### src/hdl/ctrp_pkg.sv
// Shared codes, widths and types for the card track response parser.
`default_nettype none

package ctrp_pkg;

    localparam int DEF_MAX_TRACK_BYTES = 128;
    localparam int BYTE_INDEX_W        = 7;

    // Operation codes.
    localparam logic OP_START = 1'b0;
    localparam logic OP_BYTE  = 1'b1;

    // Characters of the reply framing.
    localparam logic [7:0] CH_ESC  = 8'h1B;
    localparam logic [7:0] CH_S    = 8'h73;
    localparam logic [7:0] CH_END  = 8'h3F;
    localparam logic [7:0] CH_FS   = 8'h1C;
    localparam logic [7:0] CH_STAR = 8'h2A;
    localparam logic [7:0] CH_ZERO = 8'h30;

    // Parser phases.
    localparam logic [3:0] PH_IDLE  = 4'd0;
    localparam logic [3:0] PH_HDR0  = 4'd1;
    localparam logic [3:0] PH_HDR1  = 4'd2;
    localparam logic [3:0] PH_TUP0  = 4'd3;
    localparam logic [3:0] PH_TUP1  = 4'd4;
    localparam logic [3:0] PH_TRACK = 4'd5;
    localparam logic [3:0] PH_EMPTY = 4'd6;
    localparam logic [3:0] PH_STAT0 = 4'd7;
    localparam logic [3:0] PH_STAT1 = 4'd8;

    // Result status codes.
    localparam logic [1:0] ST_IDLE = 2'd0;
    localparam logic [1:0] ST_BUSY = 2'd1;
    localparam logic [1:0] ST_OK   = 2'd2;
    localparam logic [1:0] ST_ERR  = 2'd3;

    // Error kinds.
    localparam logic [2:0] ERR_NONE     = 3'd0;
    localparam logic [2:0] ERR_HEADER   = 3'd1;
    localparam logic [2:0] ERR_TUPLE    = 3'd2;
    localparam logic [2:0] ERR_EMPTY    = 3'd3;
    localparam logic [2:0] ERR_STATUS   = 3'd4;
    localparam logic [2:0] ERR_OVERFLOW = 3'd5;

    typedef struct packed {
        logic       op;
        logic [7:0] rx_byte;
    } t_item;

    typedef struct packed {
        logic [1:0]              status;
        logic [2:0]              error_kind;
        logic                    data_valid;
        logic [1:0]              track_number;
        logic [BYTE_INDEX_W-1:0] byte_index;
        logic [7:0]              data_byte;
    } t_result;

endpackage

`default_nettype wire

### src/hdl/ctrp_in_stage.sv
// Input register stage: captures one transaction and holds it while downstream stalls.
`default_nettype none

module ctrp_in_stage
    import ctrp_pkg::*;
(
    input  wire logic  i_clk,
    input  wire logic  i_rst_n,
    input  wire logic  i_valid,
    input  wire t_item i_item,
    output logic       o_stall,
    input  wire logic  i_take,
    output logic       o_valid,
    output t_item      o_item
);

    logic  r_valid;
    t_item r_item;

    // The register holds while its item is waiting and cannot move on.
    assign o_stall = r_valid && !i_take;

    always_ff @(posedge i_clk) begin
        if (!i_rst_n) begin
            r_valid <= 1'b0;
        end else if (!o_stall) begin
            r_valid <= i_valid;
        end
    end

    always_ff @(posedge i_clk) begin
        if (!o_stall && i_valid) begin
            r_item <= i_item;
        end
    end

    assign o_valid = r_valid;
    assign o_item  = r_item;

endmodule

`default_nettype wire

### src/hdl/ctrp_parser.sv
// Deframing state machine: parser state and the result of each byte.
`default_nettype none

module ctrp_parser
    import ctrp_pkg::*;
#(
    parameter int MAX_TRACK_BYTES = DEF_MAX_TRACK_BYTES
) (
    input  wire logic  i_clk,
    input  wire logic  i_rst_n,
    input  wire logic  i_fire,
    input  wire t_item i_item,
    output t_result    o_result
);

    localparam int FW = $clog2(MAX_TRACK_BYTES + 1);
    localparam logic [FW-1:0] FILL_MAX = FW'(MAX_TRACK_BYTES);

    logic [3:0]    r_phase,   n_phase;
    logic [7:0]    r_held,    n_held;
    logic [1:0]    r_track,   n_track;
    logic [FW-1:0] r_fill,    n_fill;
    t_result       n_result;

    logic [FW+BYTE_INDEX_W-1:0] w_fill_ext;
    logic [7:0]                 w_b;

    assign w_fill_ext = {{BYTE_INDEX_W{1'b0}}, r_fill};
    assign w_b        = i_item.rx_byte;

    always_comb begin
        n_phase  = r_phase;
        n_held   = r_held;
        n_track  = r_track;
        n_fill   = r_fill;
        n_result = '0;
        n_result.status = ST_BUSY;

        if (i_item.op == OP_START) begin
            n_phase = PH_HDR0;
            n_held  = '0;
            n_track = '0;
            n_fill  = '0;
        end else begin
            unique case (r_phase)
                PH_HDR0: begin
                    n_held  = w_b;
                    n_phase = PH_HDR1;
                end
                PH_HDR1: begin
                    if (r_held != CH_ESC || w_b != CH_S) begin
                        n_phase             = PH_IDLE;
                        n_result.status     = ST_ERR;
                        n_result.error_kind = ERR_HEADER;
                    end else begin
                        n_phase = PH_TUP0;
                    end
                end
                PH_TUP0: begin
                    n_held  = w_b;
                    n_phase = PH_TUP1;
                end
                PH_TUP1: begin
                    if (r_held == CH_ESC && w_b >= 8'd1 && w_b <= 8'd3) begin
                        n_track = w_b[1:0];
                        n_fill  = '0;
                        n_phase = PH_TRACK;
                    end else if (r_held == CH_END && w_b == CH_FS) begin
                        n_phase = PH_STAT0;
                    end else begin
                        n_phase             = PH_IDLE;
                        n_result.status     = ST_ERR;
                        n_result.error_kind = ERR_TUPLE;
                    end
                end
                PH_TRACK: begin
                    if (w_b == CH_ESC) begin
                        n_phase = PH_EMPTY;
                    end else if (r_fill >= FILL_MAX) begin
                        n_phase             = PH_IDLE;
                        n_result.status     = ST_ERR;
                        n_result.error_kind = ERR_OVERFLOW;
                    end else begin
                        n_fill                = r_fill + 1'b1;
                        n_result.data_valid   = 1'b1;
                        n_result.track_number = r_track;
                        n_result.byte_index   = w_fill_ext[BYTE_INDEX_W-1:0];
                        n_result.data_byte    = w_b;
                        if (w_b == CH_END) begin
                            n_phase = PH_TUP0;
                        end
                    end
                end
                PH_EMPTY: begin
                    if (w_b != CH_STAR) begin
                        n_phase             = PH_IDLE;
                        n_result.status     = ST_ERR;
                        n_result.error_kind = ERR_EMPTY;
                    end else begin
                        n_phase = PH_TUP0;
                    end
                end
                PH_STAT0: begin
                    n_held  = w_b;
                    n_phase = PH_STAT1;
                end
                PH_STAT1: begin
                    n_phase = PH_IDLE;
                    if (r_held != CH_ESC || w_b != CH_ZERO) begin
                        n_result.status     = ST_ERR;
                        n_result.error_kind = ERR_STATUS;
                    end else begin
                        n_result.status = ST_OK;
                    end
                end
                default: begin
                    n_phase         = PH_IDLE;
                    n_result.status = ST_IDLE;
                end
            endcase
        end
    end

    always_ff @(posedge i_clk) begin
        if (!i_rst_n) begin
            r_phase <= PH_IDLE;
            r_held  <= '0;
            r_track <= '0;
            r_fill  <= '0;
        end else if (i_fire) begin
            r_phase <= n_phase;
            r_held  <= n_held;
            r_track <= n_track;
            r_fill  <= n_fill;
        end
    end

    assign o_result = n_result;

endmodule

`default_nettype wire

### src/hdl/ctrp_out_stage.sv
// Result register stage: holds one result transaction until the consumer takes it.
`default_nettype none

module ctrp_out_stage
    import ctrp_pkg::*;
(
    input  wire logic    i_clk,
    input  wire logic    i_rst_n,
    input  wire logic    i_load,
    input  wire t_result i_result,
    output logic         o_ready,
    output logic         o_valid,
    input  wire logic    i_stall,
    output t_result      o_result
);

    logic    r_valid;
    t_result r_result;

    // Free when empty or when the held result leaves in this cycle.
    assign o_ready = !r_valid || !i_stall;

    always_ff @(posedge i_clk) begin
        if (!i_rst_n) begin
            r_valid <= 1'b0;
        end else if (o_ready) begin
            r_valid <= i_load;
        end
    end

    always_ff @(posedge i_clk) begin
        if (o_ready && i_load) begin
            r_result <= i_result;
        end
    end

    assign o_valid  = r_valid;
    assign o_result = r_result;

endmodule

`default_nettype wire

### src/hdl/card_track_response_parser.sv
// Top level of the card track response parser: input register, parser, result register.
`default_nettype none

//  Channel   Direction  Handshake            Payload
//  input     in         i_valid / o_stall    i_op, i_rx_byte
//  result    out        o_valid / i_stall    o_status, o_error_kind, o_data_valid,
//                                            o_track_number, o_byte_index, o_data_byte
//
// Every input transaction yields exactly one result transaction, which passes first
// through the input register and then through the result register.
// The parser state changes when an item moves from the input register into the
// result register, so with no stall one item per cycle passes through that single step.
// Synchronous active-low reset empties both registers and returns the parser to idle.
// A stall on the result side holds the result register; the input register then
// fills, and only after that is o_stall raised toward the sender.

module card_track_response_parser
    import ctrp_pkg::*;
#(
    parameter int MAX_TRACK_BYTES = DEF_MAX_TRACK_BYTES
) (
    input  wire logic                    i_clk,
    input  wire logic                    i_rst_n,
    input  wire logic                    i_valid,
    output logic                         o_stall,
    input  wire logic                    i_op,
    input  wire logic [7:0]              i_rx_byte,
    output logic                         o_valid,
    input  wire logic                    i_stall,
    output logic [1:0]                   o_status,
    output logic [2:0]                   o_error_kind,
    output logic                         o_data_valid,
    output logic [1:0]                   o_track_number,
    output logic [BYTE_INDEX_W-1:0]      o_byte_index,
    output logic [7:0]                   o_data_byte
);

    t_item   w_in_item;
    t_item   w_held_item;
    logic    w_held_valid;
    logic    w_out_ready;
    logic    w_fire;
    t_result w_next_result;
    t_result w_result;

    assign w_in_item.op      = i_op;
    assign w_in_item.rx_byte = i_rx_byte;

    // An item is processed in the cycle it moves into the result register.
    assign w_fire = w_held_valid && w_out_ready;

    ctrp_in_stage u_in_stage (
        .i_clk   (i_clk),
        .i_rst_n (i_rst_n),
        .i_valid (i_valid),
        .i_item  (w_in_item),
        .o_stall (o_stall),
        .i_take  (w_out_ready),
        .o_valid (w_held_valid),
        .o_item  (w_held_item)
    );

    ctrp_parser #(
        .MAX_TRACK_BYTES (MAX_TRACK_BYTES)
    ) u_parser (
        .i_clk    (i_clk),
        .i_rst_n  (i_rst_n),
        .i_fire   (w_fire),
        .i_item   (w_held_item),
        .o_result (w_next_result)
    );

    ctrp_out_stage u_out_stage (
        .i_clk    (i_clk),
        .i_rst_n  (i_rst_n),
        .i_load   (w_held_valid),
        .i_result (w_next_result),
        .o_ready  (w_out_ready),
        .o_valid  (o_valid),
        .i_stall  (i_stall),
        .o_result (w_result)
    );

    assign o_status       = w_result.status;
    assign o_error_kind   = w_result.error_kind;
    assign o_data_valid   = w_result.data_valid;
    assign o_track_number = w_result.track_number;
    assign o_byte_index   = w_result.byte_index;
    assign o_data_byte    = w_result.data_byte;

endmodule

`default_nettype wire

### config.mk
export PLATFORM = sky130hd
export DESIGN_NAME = card_track_response_parser
export DESIGN_NICKNAME = d
export VERILOG_FILES = /design/src/hdl/ctrp_pkg.sv /design/src/hdl/ctrp_in_stage.sv /design/src/hdl/ctrp_parser.sv /design/src/hdl/ctrp_out_stage.sv /design/src/hdl/card_track_response_parser.sv
export SDC_FILE = /design/constraint.sdc
export NUM_CORES = 1
export LEC_CHECK = 0
export BUFFER_PORTS_ARGS = -buffer_cell sky130_fd_sc_hd__buf_2
export CELL_PAD_IN_SITES_DETAIL_PLACEMENT = 0
export CELL_PAD_IN_SITES_GLOBAL_PLACEMENT = 2
export CORE_MARGIN = 1
export CORE_UTILIZATION = 39
export DETAILED_ROUTE_END_ITERATION = 6
export PLACE_DENSITY_LB_ADDON = 0.1
export SYNTH_ARGS = -nofsm -noshare
export SYNTH_HDL_FRONTEND = slang
export SYNTH_HIERARCHICAL = 1
export SYNTH_SLANG_ARGS = --single-unit
### constraint.sdc
create_clock -name i_clk -period 5.1 [get_ports i_clk]
set_input_delay 1.275 -clock i_clk [delete_from_list [all_inputs] [get_ports i_clk]]
set_output_delay 1.275 -clock i_clk [all_outputs]
set_load 0.005 [all_outputs]
# Yosys cells after proc, flatten, opt, wreduce, memory -nomap -nowiden
# Index checks and enable logic that the tools add are counted.
[totals]
ff_bits = 56
mem_count = 0
latch_bits = 0
ram_bits = 0
mem_bits_ro = 0
out_inout_bits = 25
[op_classes]
eq_ne = 25
shift = 0
bitwise = 2
mul = 0
n_div = 0
magnitude_cmp = 3
addsub = 1
reduce_logical = 20
n_mux = 30
[op_table]
columns = ["operator", "count"]
rows = [
  ["$mux 8", 6],
  ["$pmux 4 s7", 1],
  ["$mux 5", 5],
  ["$eq 8x5->1 const B", 3],
  ["$mux 23", 1],
  ["$mux 4", 5],
  ["$mux 18", 1],
  ["$eq 4x3->1 const B", 4],
  ["$eq 8x6->1 const B", 2],
  ["$ne 8x6->1 const B", 2],
  ["$pmux 8 s2", 1],
  ["$pmux 3 s5", 1],
  ["$pmux 2 s6", 1],
  ["$mux 2", 5],
  ["$add 8x1->8 const B", 1],
  ["$eq 4x2->1 const B", 2],
  ["$ge 8x1->1 const B", 1],
  ["$ge 8x8->1 const B", 1],
  ["$le 8x2->1 const B", 1],
  ["$ne 8x5->1 const B", 1],
  ["$ne 8x7->1 const B", 1],
  ["$logic_and 1x1->1", 6],
  ["$mux 3", 2],
  ["$ne 3x3->1 const B", 2],
  ["16 further kinds", 25],
]

# Depth between registers and ports, before layout
[logic_depth]
depth_word = 6
mapped_depth = 7
depth_no_buf = 6

# Modules after synthesis
# The synthesis kept the hierarchy.
[by_module_without_submodules]
columns = ["mod", "seq_area_each_um2", "area_per_inst_um2", "n_inst", "cells_each"]
rows = [
  ["ctrp_parser", 440.4, 1701.6, 1, 224],
  ["ctrp_out_stage", 710.7, 732.0, 1, 28],
  ["ctrp_in_stage", 290.3, 317.8, 1, 13],
  ["card_track_response_parser", 0.0, 6.3, 1, 1],
]

# Worst setup path before layout
# No wires, ideal clock.
[synth_path]
kind = "input -> output"
from = "input i_stall"
to = "output o_stall"
arrival_time_ps = 1491
path_buffers = 0
slack_ps = 2334
cell_stages = 2
path_cell_list = "nand2_1 nor2b_4"
[synth_between]
elab_chain_cells = 4
[synth_rtl]
columns = ["item", "line", "source"]
rows = [
  ["start, declared", "card_track_response_parser.sv:29", "input wire logic i_stall,"],
  ["$logic_not 1->1", "ctrp_out_stage.sv:21", "assign o_ready = !r_valid || !i_stall;"],
  ["$logic_or 1x1->1", "ctrp_out_stage.sv:21", ""],
  ["$logic_not 1->1", "ctrp_in_stage.sv:21", "assign o_stall = r_valid && !i_take;"],
  ["$logic_and 1x1->1", "ctrp_in_stage.sv:21", ""],
  ["end, declared", "card_track_response_parser.sv:25", "output logic o_stall,"],
]
# No other way between the ends.

# Worst setup path after layout
[layout_path]
from = "input i_stall"
to = "output o_stall"
[layout_between]
elab_chain_cells = 4
[layout_rtl]
columns = ["item", "line", "source"]
rows = [
  ["$logic_not 1->1", "ctrp_out_stage.sv:21", ""],
  ["$logic_or 1x1->1", "ctrp_out_stage.sv:21", ""],
  ["named net w_out_ready", "card_track_response_parser.sv:41", "logic w_out_ready;"],
  ["$logic_not 1->1", "ctrp_in_stage.sv:21", ""],
  ["$logic_and 1x1->1", "ctrp_in_stage.sv:21", ""],
]
# The timed path passes the listed nets, and every way through them passes these cells.

==> qor.csv <==
stage,metric,value,unit
cts,insertion_delay,0.31,ns
worst_setup_path,path_class,primary input to primary output,
synthesis,synth_top_area_share,0.3485,
floorplan,ios,38,
layout,n_fill_cell,668,
pwr,irDropWorstVdd,0.0001180,V
cts,clk_pin_slew,0.10,ns
sta,finClkSkew,0.004700,ns
placement,placed_area,0.002959,mm^2
sta,hold_violations,0,
outcome,status,"finished, final reports clean",
worst_setup_path,start_kind,primary input,
placement,gp_congestion,0.7966,
routing,vias,2036,
synthesis,netlist_instances,266,
global_routing,grt_pass1_vias,1857,
worst_setup_path,cp_slowest_stage_delay,0.14,ns
routing,drc,0,
pwr,power_density,265.2,mW/mm^2
floorplan,dieArea,0.007411,mm^2
sta,slew_violations,0,
sta,rsz0062_at_grt,no,
cts,cts_buffers,5,
floorplan,coreArea,0.006794,mm^2
synthesis,yosysSeqAreaShare,0.5227,
synthesis,yosysTopAreaCell,edfxtp_1,
cts,cts_tree,built,
worst_setup_path,critPathMostFrequentCell,buf_2,
cts,ctsResizeCount,0,
sta,setup_tns,0,ns
placement,port-buffer-count,37,
routing,ant_nets,0,
cts,clkSinkCount,56,
cts,cts_setup_buffers,0,
synthesis,synth_area_leaders,"edfxtp_1, dfxtp_1, and3_1",
worst_setup_path,cp-end-kind,primary output,
global_routing,grt_max_degree,32,
sta,worst_slack,2.112,ns
floorplan,fp.dieW,86.09,um
worst_setup_path,crit_required,3.83,ns
global_routing,gr-total-overflow,0,
worst_setup_path,worst_ep_arrival_time,1.71,ns
sta,final.min_clock_period,2.988,ns
run,cap_violations,0,
worst_setup_path,crit_buf_inv,2,
placement,hpwl,4081,um
layout,syn2layout_area_growth,10.66,%
synthesis,async_reset_ff_frac,0,
routing,routed_via_density,5.181,
synthesis,synth_area,0.002758,mm^2
global_routing,grt_use_total,0.1704,
layout,stdcell_count,393,
cts,cts_hold_buf,0,
routing,dr_wl_met3,307,um
layout,drive_above_1_share,0.1987,
synthesis,synth_nets,281,
worst_setup_path,path_delay_family,simple AND/OR/NAND/NOR gates,
synthesis,synth_common_cells,"edfxtp_1, nand2_1, dfxtp_1",
layout,fin_util,0.4492,
placement,post-place-ws,2.071,ns
global_routing,antenna_found_initial,0,
sta,setup_viol,0,
routing,drt-initial-drc-count,140,
synthesis,synth_ff_type,edfxtp_1,
global_routing,grt_first_pass_wirelength,9646,um
sta,fin_crit_sh,0.5858,
pwr,power.leakage,0.001151,uW
routing,firstDrtPassIters,4,
synthesis,yosysWarnings,6,
synthesis,ys_types,52,
cts,cts_buffer_depth,2,
cts,cts_root_buffer,clkbuf_8,
synthesis,syn_avg_cell_area,10.37,um^2
routing,wirelength,5966,um
worst_setup_path,worst_path_max_delay_cell,nor2b_4,
floorplan,placementRows,30,
worst_setup_path,cp_max_fo,3,
hold_path,hp-class,flip-flop to flip-flop,
layout,final_area,0.003052,mm^2
synthesis,ys_ff_latch,56,
sta,relSlewSlack,0.2855,
synthesis,synth_edf_count,32,
placement,dp_cells,385,
layout,antenna_cells,0,
floorplan,fp.dieH,86.09,um
layout,fin_nets,311,
routing,avgRoutedWirePerCell,15.18,um
routing,wl_met1,2956,um
synthesis,synth.most_common_cell,edfxtp_1,
sta,tightestPinTransition,1.062,ns
floorplan,initial_core_util,0.4059,
cts,htree_levels,2,
sta,max_freq,334.7,MHz
worst_setup_path,path_cells,"buf_2, nand2_1, nor2b_4, buf_2",
routing,highest_layer,met4,
routing,dr_wl_met2,2604,um
## layer usage
metal	up-vias	global-route usage
met5	-	0
li1	1028	-
met3	10	0.03850
met1	935	0.2387
met4	0	0.05758
met2	63	0.2597
## layout by cell type (no fill, tap or decap), types with 4 or more instances in the layout
cell type,synthesis,routed
and3_1,17,17
nor2_1,19,19
nand3_1,12,12
o21ai_0,9,9
edfxtp_1,32,32
and2_1,14,14
dfxtp_1,24,24
inv_1,8,8
a31oi_1,5,5
clkbuf_8,3,6
buf_2,2,37
nand2b_1,4,4
nor2b_1,9,9
o21a_1,8,8
nand4_1,5,5
nor3_1,4,4
nand2_1,26,26
mux2i_1,4,4
a21oi_1,7,7
## metrics by stage
| stage | hold WS (ns) | total power (uW) |
|---|---|---|
| after floorplan | 0.4418 | 547.4 |
| after global placement | 0.4553 | 569.3 |
| after detailed placement | 0.4560 | 569.4 |
| after CTS | 0.4739 | 820.7 |
| after global routing | 0.4822 | 845.4 |
| final | 0.4735 | 809.2 |
## cell type report
cell class	instances	area, um^2	share of cell area
flip-flops and latches	56	1441	0.4723
multi-input cells	188	1182	0.3875
repair buffers	37	185.2	0.06068
well taps	96	120.1	0.03936
clock buffers	6	82.58	0.02706
inverters	8	30.03	0.009840
clock inverters	2	10.01	0.003280
## worst register-to-register path, cell delays in order, from the launching register on
cell and delay, ns:
edfxtp_1 0.54, or4b_4 0.62, o211ai_1 0.32, nand2_1 0.19, o211ai_1 0.29, mux2_2 0.35
## final timing paths
check | startpoint | to | slack, ns | cells after the start
max | i_stall | o_stall | 2.11 | 4
min | u_parser/r_track[1]$_SDFFE_PN0P_ | u_parser/r_track[1]$_SDFFE_PN0P_ | 0.47 | 2
max reg2reg | u_in_stage/o_item[6]$_DFFE_PP_ | u_parser/r_fill[3]$_SDFFE_PN0P_ | 2.69 | 5
min reg2reg | u_parser/r_track[1]$_SDFFE_PN0P_ | u_parser/r_track[1]$_SDFFE_PN0P_ | 0.47 | 2
## kinds of logic after synthesis
logic type,share of synthesized area
buffers and inverters,0.04855
flip-flops,0.5227
multiplexers,0.02269
AO/OA/AOI/OAI,0.1348
adder cells (fa/ha/maj),0.009073
AND/OR/NAND/NOR,0.2622
## flip-flops by register name, summed over array words and instances (netlist names)
register,flops
u_parser/r_fill,8
u_parser/r_track,2
u_in_stage/o_item,9
u_parser/r_phase,4
u_out_stage/o_valid,1
u_in_stage/o_valid,1
u_parser/r_held,8
u_out_stage/o_result,23
## power breakdown
group	internal, uW	switching, uW	leakage, uW
Clock	109	142	0.0000510
Combinational	21.1	30.0	0.000599
Sequential	492	15.8	0.000501
Total	622	188	0.00115
(Power assumes the default switching activity.)
